<file path="config.mk">
export PLATFORM = sky130hd
export DESIGN_NAME = hill_cipher_block_transform_flat
export DESIGN_NICKNAME = d
export VERILOG_FILES = /design/src/rtl/core/hcbt_pkg.sv /design/src/rtl/core/hcbt_in_if.sv /design/src/rtl/core/hcbt_out_if.sv /design/src/rtl/core/hcbt_cfg_if.sv /design/src/rtl/core/hcbt_cell.sv /design/src/rtl/core/hill_cipher_block_transform.sv /design/src/flat_wrapper.sv
export VERILOG_INCLUDE_DIRS = /design/src /design/src/rtl/core
export SDC_FILE = /design/constraint.sdc
export NUM_CORES = 1
export LEC_CHECK = 0
export BUFFER_PORTS_ARGS = -buffer_cell sky130_fd_sc_hd__buf_2
export CORE_UTILIZATION = 25
export CTS_CLUSTER_DIAMETER = 150
export DETAILED_ROUTE_END_ITERATION = 6
export SYNTH_ARGS = -nofsm -noshare
export SYNTH_HDL_FRONTEND = slang
export SYNTH_SLANG_ARGS = --single-unit
</file>
<file path="constraint.sdc">
create_clock -name clk -period 6.6 [get_ports clk]
set_input_delay 0.99 -clock clk [delete_from_list [all_inputs] [get_ports clk]]
set_output_delay 0.99 -clock clk [all_outputs]
set_load 0.02 [all_outputs]
</file>
<file path="src/rtl/core/hill_cipher_block_transform_assert.svh">
// assertion helpers shared by the hill transform rtl
`ifndef HILL_CIPHER_BLOCK_TRANSFORM_ASSERT_SVH
`define HILL_CIPHER_BLOCK_TRANSFORM_ASSERT_SVH

`ifndef SYNTHESIS
// condition must hold at every clock edge outside reset
`define HCBT_ASSERT(lbl, clk, rst_n, cond) \
  lbl: assert property (@(posedge clk) disable iff (!rst_n) (cond)) \
    else $error("hcbt check failed");
// antecedent implies consequent on the same edge
`define HCBT_ASSERT_IMP(lbl, clk, rst_n, ante, cons) \
  lbl: assert property (@(posedge clk) disable iff (!rst_n) (ante) |-> (cons)) \
    else $error("hcbt implication failed");
`else
`define HCBT_ASSERT(lbl, clk, rst_n, cond)
`define HCBT_ASSERT_IMP(lbl, clk, rst_n, ante, cons)
`endif

`endif

</file>
<file path="src/rtl/core/hcbt_pkg.sv">
package hcbt_pkg;

  localparam int SYM_W     = 8;   // message byte, signed
  localparam int OUT_W     = 7;   // residue symbol
  localparam int ENTRY_W   = 7;   // key matrix entry
  localparam int KEY_ROW_W = 56;  // key row register
  localparam int CFG_IDX_W = 3;   // key row index
  localparam int PROD_W    = 16;  // entry times byte

  // per-cycle control broadcast from the sequencer to every cell
  typedef struct packed {
    logic acc_en;        // a product is ready for accumulation
    logic acc_first;     // product belongs to the first byte of a block
    logic res_wr;        // finished row parks in the holding rank
    logic out_load;      // output chain takes a new block
    logic out_from_res;  // new block comes from the holding rank
    logic out_shift;     // head symbol transferred, chain moves one place
  } cell_ctrl_t;

endpackage

</file>
<file path="src/rtl/core/hcbt_in_if.sv">
interface hcbt_in_if;
  logic                             valid;
  logic                             ready;
  logic signed [hcbt_pkg::SYM_W-1:0] symbol_in;
  logic                             message_start;

  modport source (output valid, output symbol_in, output message_start, input ready);
  modport sink   (input valid, input symbol_in, input message_start, output ready);
endinterface

</file>
<file path="src/rtl/core/hcbt_out_if.sv">
interface hcbt_out_if;
  logic                       valid;
  logic                       ready;
  logic [hcbt_pkg::OUT_W-1:0] symbol_out;
  logic                       block_last;

  modport source (output valid, output symbol_out, output block_last, input ready);
  modport sink   (input valid, input symbol_out, input block_last, output ready);
endinterface

</file>
<file path="src/rtl/core/hcbt_cfg_if.sv">
interface hcbt_cfg_if;
  logic                           valid;
  logic                           ready;
  logic [hcbt_pkg::CFG_IDX_W-1:0] index;
  logic [hcbt_pkg::KEY_ROW_W-1:0] data;

  modport source (output valid, output index, output data, input ready);
  modport sink   (input valid, input index, input data, output ready);
endinterface

</file>
<file path="src/rtl/core/hcbt_cell.sv">
module hcbt_cell #(
  parameter int BLOCK_SIZE = 4,
  parameter int MODULUS    = 128
) (
  input  logic                                clk,
  input  logic [hcbt_pkg::ENTRY_W*BLOCK_SIZE-1:0] key_row,
  input  logic signed [hcbt_pkg::SYM_W-1:0]   s1_byte,
  input  logic [$clog2(BLOCK_SIZE)-1:0]       s1_pos,
  input  hcbt_pkg::cell_ctrl_t                ctrl,
  input  logic [hcbt_pkg::OUT_W-1:0]          chain_in,
  output logic [hcbt_pkg::OUT_W-1:0]          chain_out
);

  localparam int OUT_W   = hcbt_pkg::OUT_W;
  localparam int ENTRY_W = hcbt_pkg::ENTRY_W;
  localparam int PROD_W  = hcbt_pkg::PROD_W;
  // smallest multiple of the modulus that lifts every product to >= 0
  localparam int MinProd = 127 * 128;
  localparam int OFFSET  = ((MinProd + MODULUS - 1) / MODULUS) * MODULUS;

  typedef logic [127:0][OUT_W-1:0] hi_tbl_t;
  typedef logic [255:0][OUT_W-1:0] lo_tbl_t;

  function automatic hi_tbl_t build_hi();
    hi_tbl_t tbl;
    for (int k = 0; k < 128; k++) begin
      tbl[k] = OUT_W'((k * 256) % MODULUS);
    end
    return tbl;
  endfunction

  function automatic lo_tbl_t build_lo();
    lo_tbl_t tbl;
    for (int k = 0; k < 256; k++) begin
      tbl[k] = OUT_W'(k % MODULUS);
    end
    return tbl;
  endfunction

  localparam hi_tbl_t HI_TBL = build_hi();
  localparam lo_tbl_t LO_TBL = build_lo();

  logic [ENTRY_W-1:0]       entry;
  logic signed [PROD_W-1:0] prod_nxt;
  logic signed [PROD_W-1:0] prod_r;
  logic [PROD_W-1:0]        lifted;
  logic [OUT_W:0]           term_sum;
  logic [OUT_W-1:0]         term;
  logic [OUT_W:0]           acc_sum;
  logic [OUT_W-1:0]         acc_red;
  logic [OUT_W-1:0]         acc_nxt;
  logic [OUT_W-1:0]         acc_r;
  logic [OUT_W-1:0]         res_r;
  logic [OUT_W-1:0]         out_r;

  // stage 1: key entry for this byte position times the byte
  assign entry    = key_row[ENTRY_W*s1_pos +: ENTRY_W];
  assign prod_nxt = $signed({1'b0, entry}) * s1_byte;

  // stage 2: product residue from two table halves, then accumulate mod m
  assign lifted   = PROD_W'(prod_r + PROD_W'(OFFSET));
  assign term_sum = {1'b0, HI_TBL[lifted[14:8]]} + {1'b0, LO_TBL[lifted[7:0]]};
  assign term     = (term_sum >= (OUT_W+1)'(MODULUS)) ?
                    OUT_W'(term_sum - (OUT_W+1)'(MODULUS)) : term_sum[OUT_W-1:0];
  assign acc_sum  = {1'b0, acc_r} + {1'b0, term};
  assign acc_red  = (acc_sum >= (OUT_W+1)'(MODULUS)) ?
                    OUT_W'(acc_sum - (OUT_W+1)'(MODULUS)) : acc_sum[OUT_W-1:0];
  assign acc_nxt  = ctrl.acc_first ? term : acc_red;

  always_ff @(posedge clk) begin
    prod_r <= prod_nxt;
    if (ctrl.acc_en) begin
      acc_r <= acc_nxt;
    end
    if (ctrl.res_wr) begin
      res_r <= acc_nxt;
    end
    if (ctrl.out_load) begin
      out_r <= ctrl.out_from_res ? res_r : acc_nxt;
    end else if (ctrl.out_shift) begin
      out_r <= chain_in;
    end
  end

  assign chain_out = out_r;

endmodule

</file>
<file path="src/rtl/core/hill_cipher_block_transform.sv">
// hill block transform, key matrix times a block of signed bytes, mod MODULUS
//
// channels: cfg_ch writes key row i (index i, 7-bit entry j in slot j); it is
// always ready; the user must write it only while the block is idle, which
// the block does not enforce. in_ch transfers one signed byte per cycle
// while ready; message_start drops any partial block first. out_ch delivers
// BLOCK_SIZE residues per full block, block_last on the final one. trailing
// bytes of an incomplete block give nothing.
// throughput: one byte per cycle sustained, one symbol per cycle out, both
// while out_ch is ready. the last byte of a block is registered in stage 1,
// multiplied into stage 2, then accumulated into the output chain or, while
// the chain is busy, the holding rank. each of the BLOCK_SIZE cells owns one
// key row and accumulates its row residue as the bytes stream by, so the
// rate is set by the per-cycle multiply-accumulate in each cell and the
// shift-out of the output chain.
// reset (rst_n low, synchronous) clears key rows, fill position and all
// pipeline and chain occupancy. when out_ch stalls, finished blocks wait in
// the output chain plus one holding rank; in_ch then holds off only a byte
// arriving at the last fill position while two finished blocks wait.
`include "hill_cipher_block_transform_assert.svh"

module hill_cipher_block_transform #(
  parameter int BLOCK_SIZE = 4,
  parameter int MODULUS    = 128
) (
  input  logic             clk,
  input  logic             rst_n,
  hcbt_cfg_if.sink         cfg_ch,
  hcbt_in_if.sink          in_ch,
  hcbt_out_if.source       out_ch
);

  localparam int OUT_W    = hcbt_pkg::OUT_W;
  localparam int SYM_W    = hcbt_pkg::SYM_W;
  localparam int ENTRY_W  = hcbt_pkg::ENTRY_W;
  localparam int ROW_W    = ENTRY_W * BLOCK_SIZE;
  localparam int POS_W    = $clog2(BLOCK_SIZE);
  localparam int CNT_W    = $clog2(BLOCK_SIZE + 1);
  localparam int CFG_IDX_W = hcbt_pkg::CFG_IDX_W;

  // key storage, only rows that the block size uses
  logic [ROW_W-1:0] key_r [BLOCK_SIZE];

  // input side
  logic [POS_W-1:0] fill_r;
  logic [POS_W-1:0] fill_nxt;
  logic [POS_W-1:0] pos;
  logic             in_fire;
  logic             completes;

  // stage 1: byte and position on their way to the multipliers
  logic                    s1_valid_r;
  logic signed [SYM_W-1:0] s1_byte_r;
  logic [POS_W-1:0]        s1_pos_r;
  logic                    s1_first_r;
  logic                    s1_last_r;

  // stage 2: products registered inside the cells
  logic s2_valid_r;
  logic s2_first_r;
  logic s2_last_r;

  // finished blocks anywhere between input and output, at most two
  logic [1:0] blocks_r;
  logic [1:0] blocks_nxt;

  // output chain occupancy and holding rank
  logic [CNT_W-1:0] out_cnt_r;
  logic [CNT_W-1:0] out_cnt_nxt;
  logic             res_valid_r;
  logic             res_valid_nxt;
  logic             out_fire;
  logic             drain_last;
  logic             can_load;

  hcbt_pkg::cell_ctrl_t ctrl;
  logic [OUT_W-1:0]     chain [BLOCK_SIZE+1];

  assign cfg_ch.ready = 1'b1;

  // key rows, write ignored for rows above the block size
  always_ff @(posedge clk) begin
    for (int i = 0; i < BLOCK_SIZE; i++) begin
      if (!rst_n) begin
        key_r[i] <= '0;
      end else if (cfg_ch.valid && cfg_ch.index == CFG_IDX_W'(i)) begin
        key_r[i] <= cfg_ch.data[ROW_W-1:0];
      end
    end
  end

  // --- input acceptance ---
  assign out_fire   = out_ch.valid && out_ch.ready;
  assign drain_last = out_fire && (out_cnt_r == CNT_W'(1));
  // only a byte that arrives at the last fill position can be held off
  assign in_ch.ready = (fill_r != POS_W'(BLOCK_SIZE - 1)) ||
                       (blocks_r != 2'd2) || drain_last;
  assign in_fire    = in_ch.valid && in_ch.ready;
  assign pos        = in_ch.message_start ? '0 : fill_r;
  assign completes  = (pos == POS_W'(BLOCK_SIZE - 1));
  assign fill_nxt   = completes ? '0 : POS_W'(pos + 1'b1);

  always_comb begin
    blocks_nxt = blocks_r;
    if (in_fire && completes && !drain_last) begin
      blocks_nxt = blocks_r + 2'd1;
    end else if (drain_last && !(in_fire && completes)) begin
      blocks_nxt = blocks_r - 2'd1;
    end
  end

  // --- output chain load: straight from the cells, else via holding rank ---
  assign can_load = (out_cnt_r == '0) || drain_last;

  always_comb begin
    ctrl.acc_en       = s2_valid_r;
    ctrl.acc_first    = s2_first_r;
    ctrl.out_load     = can_load && (res_valid_r || (s2_valid_r && s2_last_r));
    ctrl.out_from_res = res_valid_r;
    ctrl.res_wr       = s2_valid_r && s2_last_r && !(can_load && !res_valid_r);
    ctrl.out_shift    = out_fire;
  end

  assign res_valid_nxt = ctrl.res_wr || (res_valid_r && !can_load);

  always_comb begin
    out_cnt_nxt = out_cnt_r;
    if (ctrl.out_load) begin
      out_cnt_nxt = CNT_W'(BLOCK_SIZE);
    end else if (out_fire) begin
      out_cnt_nxt = out_cnt_r - 1'b1;
    end
  end

  always_ff @(posedge clk) begin
    if (!rst_n) begin
      fill_r      <= '0;
      s1_valid_r  <= 1'b0;
      s2_valid_r  <= 1'b0;
      blocks_r    <= 2'd0;
      out_cnt_r   <= '0;
      res_valid_r <= 1'b0;
    end else begin
      if (in_fire) begin
        fill_r <= fill_nxt;
      end
      s1_valid_r  <= in_fire;
      s2_valid_r  <= s1_valid_r;
      blocks_r    <= blocks_nxt;
      out_cnt_r   <= out_cnt_nxt;
      res_valid_r <= res_valid_nxt;
    end
  end

  // payload of the two pipeline stages
  always_ff @(posedge clk) begin
    s1_byte_r  <= in_ch.symbol_in;
    s1_pos_r   <= pos;
    s1_first_r <= (pos == '0);
    s1_last_r  <= completes;
    s2_first_r <= s1_first_r;
    s2_last_r  <= s1_last_r;
  end

  // --- row of cells, output chain shifts toward cell 0 ---
  assign chain[BLOCK_SIZE] = '0;

  for (genvar gi = 0; gi < BLOCK_SIZE; gi++) begin : g_cell
    hcbt_cell #(
      .BLOCK_SIZE (BLOCK_SIZE),
      .MODULUS    (MODULUS)
    ) u_cell (
      .clk       (clk),
      .key_row   (key_r[gi]),
      .s1_byte   (s1_byte_r),
      .s1_pos    (s1_pos_r),
      .ctrl      (ctrl),
      .chain_in  (chain[gi+1]),
      .chain_out (chain[gi])
    );
  end

  assign out_ch.valid      = (out_cnt_r != '0);
  assign out_ch.symbol_out = chain[0];
  assign out_ch.block_last = (out_cnt_r == CNT_W'(1));

  // --- checks ---
  `HCBT_ASSERT(a_blocks_bound, clk, rst_n, blocks_r != 2'd3)
  `HCBT_ASSERT(a_cnt_bound, clk, rst_n, out_cnt_r <= CNT_W'(BLOCK_SIZE))
  `HCBT_ASSERT_IMP(a_res_waits_on_chain, clk, rst_n, res_valid_r, out_cnt_r != '0)
  `HCBT_ASSERT_IMP(a_drain_counted, clk, rst_n, drain_last, blocks_r != 2'd0)
  `HCBT_ASSERT_IMP(a_no_res_overrun, clk, rst_n, s2_valid_r && s2_last_r && res_valid_r, can_load)

endmodule
</file>
<file path="src/flat_wrapper.sv">
// flat-port wrapper written by rule: the top's interface ports become plain ports
module hill_cipher_block_transform_flat 
#(
  parameter int BLOCK_SIZE = 4,
  parameter int MODULUS    = 128
)
  (clk, rst_n, cfg_ch_valid, cfg_ch_index, cfg_ch_data, cfg_ch_ready, in_ch_valid, in_ch_symbol_in, in_ch_message_start, in_ch_ready, out_ch_valid, out_ch_symbol_out, out_ch_block_last, out_ch_ready);
  hcbt_cfg_if cfg_ch_i ();
  hcbt_in_if in_ch_i ();
  hcbt_out_if out_ch_i ();
  input  logic clk;
  input  logic rst_n;
  input wire logic [$bits(cfg_ch_i.valid)-1:0] cfg_ch_valid;
  input wire logic [$bits(cfg_ch_i.index)-1:0] cfg_ch_index;
  input wire logic [$bits(cfg_ch_i.data)-1:0] cfg_ch_data;
  output wire logic [$bits(cfg_ch_i.ready)-1:0] cfg_ch_ready;
  input wire logic [$bits(in_ch_i.valid)-1:0] in_ch_valid;
  input wire logic [$bits(in_ch_i.symbol_in)-1:0] in_ch_symbol_in;
  input wire logic [$bits(in_ch_i.message_start)-1:0] in_ch_message_start;
  output wire logic [$bits(in_ch_i.ready)-1:0] in_ch_ready;
  output wire logic [$bits(out_ch_i.valid)-1:0] out_ch_valid;
  output wire logic [$bits(out_ch_i.symbol_out)-1:0] out_ch_symbol_out;
  output wire logic [$bits(out_ch_i.block_last)-1:0] out_ch_block_last;
  input wire logic [$bits(out_ch_i.ready)-1:0] out_ch_ready;
  assign cfg_ch_i.valid = cfg_ch_valid;
  assign cfg_ch_i.index = cfg_ch_index;
  assign cfg_ch_i.data = cfg_ch_data;
  assign cfg_ch_ready = cfg_ch_i.ready;
  assign in_ch_i.valid = in_ch_valid;
  assign in_ch_i.symbol_in = in_ch_symbol_in;
  assign in_ch_i.message_start = in_ch_message_start;
  assign in_ch_ready = in_ch_i.ready;
  assign out_ch_valid = out_ch_i.valid;
  assign out_ch_symbol_out = out_ch_i.symbol_out;
  assign out_ch_block_last = out_ch_i.block_last;
  assign out_ch_i.ready = out_ch_ready;
  hill_cipher_block_transform #(.BLOCK_SIZE(BLOCK_SIZE), .MODULUS(MODULUS)) u_core (.clk(clk), .rst_n(rst_n), .cfg_ch(cfg_ch_i), .in_ch(in_ch_i), .out_ch(out_ch_i));
endmodule
</file>
==> metrics.cfg <==
[floorplanning]
core-area_mm2=0.0527
die_x_um=233
die_height_um=233
io_pins=84
start_util_pct=25.4
dieArea_mm2=0.0544
rows=84

[cts]
cts_tree=done
clock_sinks=247
postCtsSetupBuffers=0
clk_path_buf_depth=3
holdBufCountCts=0
clkTransAtPathRegs_ps=70
htree_num_levels=1
cts_resized=0
cts_buffers=27
worstSkewPairLatency_ps=530
cts_root_buffer=clkbuf_16

[cells_and_area]
drive_gt1_share_pct=13.7
n_fill_cell=5344
area_growth_pct=14.5
nets=1316
final-instance-count-excl-fill=1833

[power]
p_seq_share_pct=43.5
p_per_area_mw_per_mm2=311
vdd_drop_max_mv=0.197
p_switching_uw=1410
p_sw_share_pct=29.6
p_leak_uw=0.00595
clkPwrFrac_pct=31.2
comb_power_share_pct=25.3
p_int_uw=3350
total_power_uw=4760

[yosys]
synth_edf_count=196
synth_top_area_cell=edfxtp_1
yosysMostFrequentCell=edfxtp_1
syn_area_per_cell_um2=12.5
synth.top_cell.area_share_pct=44.1
yosys_most_used_dff=edfxtp_1
yosys-top-cells-count=edfxtp_1, and2_1, ha_1, nand2_1, inv_1
syn_inst=1069
synth_area_leaders=edfxtp_1, and2_1, ha_1
yosysSeqAreaShare_pct=51.7
synth_cell_types=52
ys_seq_elements=247
synth_nets=1264
async_flop_share_pct=0
synth_area_mm2=0.0134
yosysWarnings=0

[timing]
hold_viol=0
setup_tns_ps=0
rsz0062_at_grt=no
period_share_pct=78.7
min_period_ps=5200
setup_viol_count_final=0
skew_ps=10.9
worst_pin_slew_ps=854
slew_violations=0
slew_headroom_pct=43.0
fmax_mhz=192

[critical_path]
cp-start-kind=flip-flop
critPathKind=flip-flop to flip-flop
arrival_ps=5660
path_cells=mux4_1 > and2_1 > fa_1 > ha_1 > ha_1 > inv_1 > fa_1 > inv_1 > fa_1 > xnor2_1 > xnor2_1 > xnor2_1 > xnor2_1 > xnor2_2 > xnor2_1
critPathMaxStageDelay_ps=840
cpMaxStageDelayCell=dfxtp_2
worstPathMaxFanout=22
worstPathRequired_ps=7060
worstSetupEndpointType=flip-flop
cp_common_cell=xnor2_1

[routing]
wl_per_cell_um=14.6
vias=7756
first_pass_iters=5
drtAntennaViolNets=0
drc=0
routed_wl_um=26700
viasPerCell=4.23
drtIter0Drc=381

[placement]
hpwl_um=19000
portBuffers=53
placed_cells=1780
gp_congestion=0.797

[global_routing]
grt_pass1_vias=7954
track_usage_pct=10.0
grt_max_degree=54
antenna_found_initial=4
grt_remaining_overflow=0
grt_pass1_wl_um=43200

[outcome]
outcome=complete, no violations

[hold_path]
hold_path.class=flip-flop to flip-flop

[flow_run]
cap_viol_max_count=0

[critical path: cells and delay by family, from the launching register on]
| kind | cells | cell delay (ps) |
|---|---|---|
| buffers and inverters | 2 | 100 |
| multiplexers | 1 | 830 |
| adder cells (fa/ha/maj) | 5 | 2040 |
| AND/OR/NAND/NOR | 1 | 260 |
| XOR/XNOR | 6 | 1010 |
| flip-flops | 1 | 840 |
[registers in the layout, summed over array words and instances, names as in the netlist]
signal,count
u_core.res_valid_r,1
u_core.blocks_r,2
u_core.g_cell.u_cell.res_r,28
u_core.g_cell.u_cell.chain_out,28
u_core.s1_valid_r,1
u_core.s1_last_r,1
u_core.s2_valid_r,1
u_core.g_cell.u_cell.prod_r,28
u_core.fill_r,2
u_core.g_cell.u_cell.acc_r,28
u_core.s1_byte_r,7
u_core.out_cnt_r,3
u_core.s1_pos_r,2
u_core.s2_first_r,1
u_core.s1_first_r,1
u_core.key_r,112
u_core.s2_last_r,1
[layout make-up]
type / count / area (um2) / area share (%)
Tap cell: 688 / 861 / 5.63
Multi-Input combinational cell: 692 / 5940 / 38.8
Timing Repair Buffer: 69 / 385 / 2.52
Inverter: 84 / 315 / 2.06
Clock buffer: 40 / 776 / 5.07
Clock inverter: 9 / 100 / 0.654
Sequential cell: 247 / 6910 / 45.2
Antenna cell: 4 / 10.0 / 0.0654
[power groups by stage]
stage               sequential, uW  combinational (uW)  clock, uW
floorplan                     2050                 945          0
global placement              2100                1180          0
detailed placement            2110                1220          0
CTS                           2070                1230       1530
global route                  2090                1370       1590
finish                        2070                1210       1490
[worst paths after layout]
kind	from	endpoint	slack (ps)	cells after the start
max	u_core.s1_pos_r[0]$_DFF_P_	u_core.g_cell[1].u_cell.prod_r[6]$_DFF_P_	1400	15
min	u_core.s1_first_r$_DFF_P_	u_core.s2_first_r$_DFF_P_	330	0
max reg2reg	u_core.s1_pos_r[0]$_DFF_P_	u_core.g_cell[1].u_cell.prod_r[6]$_DFF_P_	1400	15
min reg2reg	u_core.s1_first_r$_DFF_P_	u_core.s2_first_r$_DFF_P_	330	0
[kinds of logic (layout without fill, tap and decap cells)]
family | Yosys count | after routing | share of synthesized area, %
adder cells (fa/ha/maj) | 122 | 122 | 13.5
AO/OA/AOI/OAI | 106 | 106 | 5.11
XOR/XNOR | 69 | 69 | 4.86
flip-flops | 247 | 247 | 51.7
multiplexers | 50 | 50 | 6.56
AND/OR/NAND/NOR | 344 | 344 | 14.1
buffers and inverters | 130 | 202 | 4.16
other | 1 | 5 | 0.0281
[cell usage in the layout, fill, tap and decap left out, drive strengths merged, types with 5 or more instances in the layout]
| cell | synthesis | routed |
|---|---|---|
| a21o | 7 | 7 |
| a21oi | 19 | 19 |
| and2 | 188 | 188 |
| buf | 17 | 69 |
| clkbuf | 29 | 40 |
| dfxtp | 51 | 51 |
| edfxtp | 196 | 196 |
| fa | 36 | 36 |
| ha | 86 | 86 |
| inv | 84 | 86 |
| mux2 | 5 | 5 |
| mux2i | 17 | 17 |
| mux4 | 28 | 28 |
| nand2 | 88 | 88 |
| nand2b | 13 | 13 |
| nor2 | 21 | 21 |
| nor2b | 13 | 13 |
| nor3 | 7 | 7 |
| o211ai | 6 | 6 |
| o21a | 9 | 9 |
| o21ai | 29 | 29 |
| o22ai | 6 | 6 |
| o31ai | 10 | 10 |
| xnor2 | 46 | 46 |
| xor2 | 23 | 23 |
[through the flow]
| step | hold slack, ps | setup WS [ps] | utilization (%) | cell area (um2) |
|---|---|---|---|---|
| after floorplan | 310 | 2020 | - | 13400 |
| final | 329 | 1400 | 29.1 | 15300 |
| after global placement | 315 | 1380 | 27.4 | 14400 |
| after global routing | 335 | 1080 | 29.0 | 15300 |
| after detailed placement | 318 | 1340 | 27.4 | 14400 |
| after CTS | 332 | 1300 | 29.0 | 15300 |
[metal layers]
layer / GRT usage, % / vias to the layer above / part of all wire, %
li1: - / 3796 / -
met1: 13.6 / 3779 / 47
met2: 16.3 / 139 / 46
met3: 2.21 / 40 / 4.9
met4: 2.29 / 2 / 2.1
met5: 0 / - / 0.037
(Power assumes the default switching activity.)
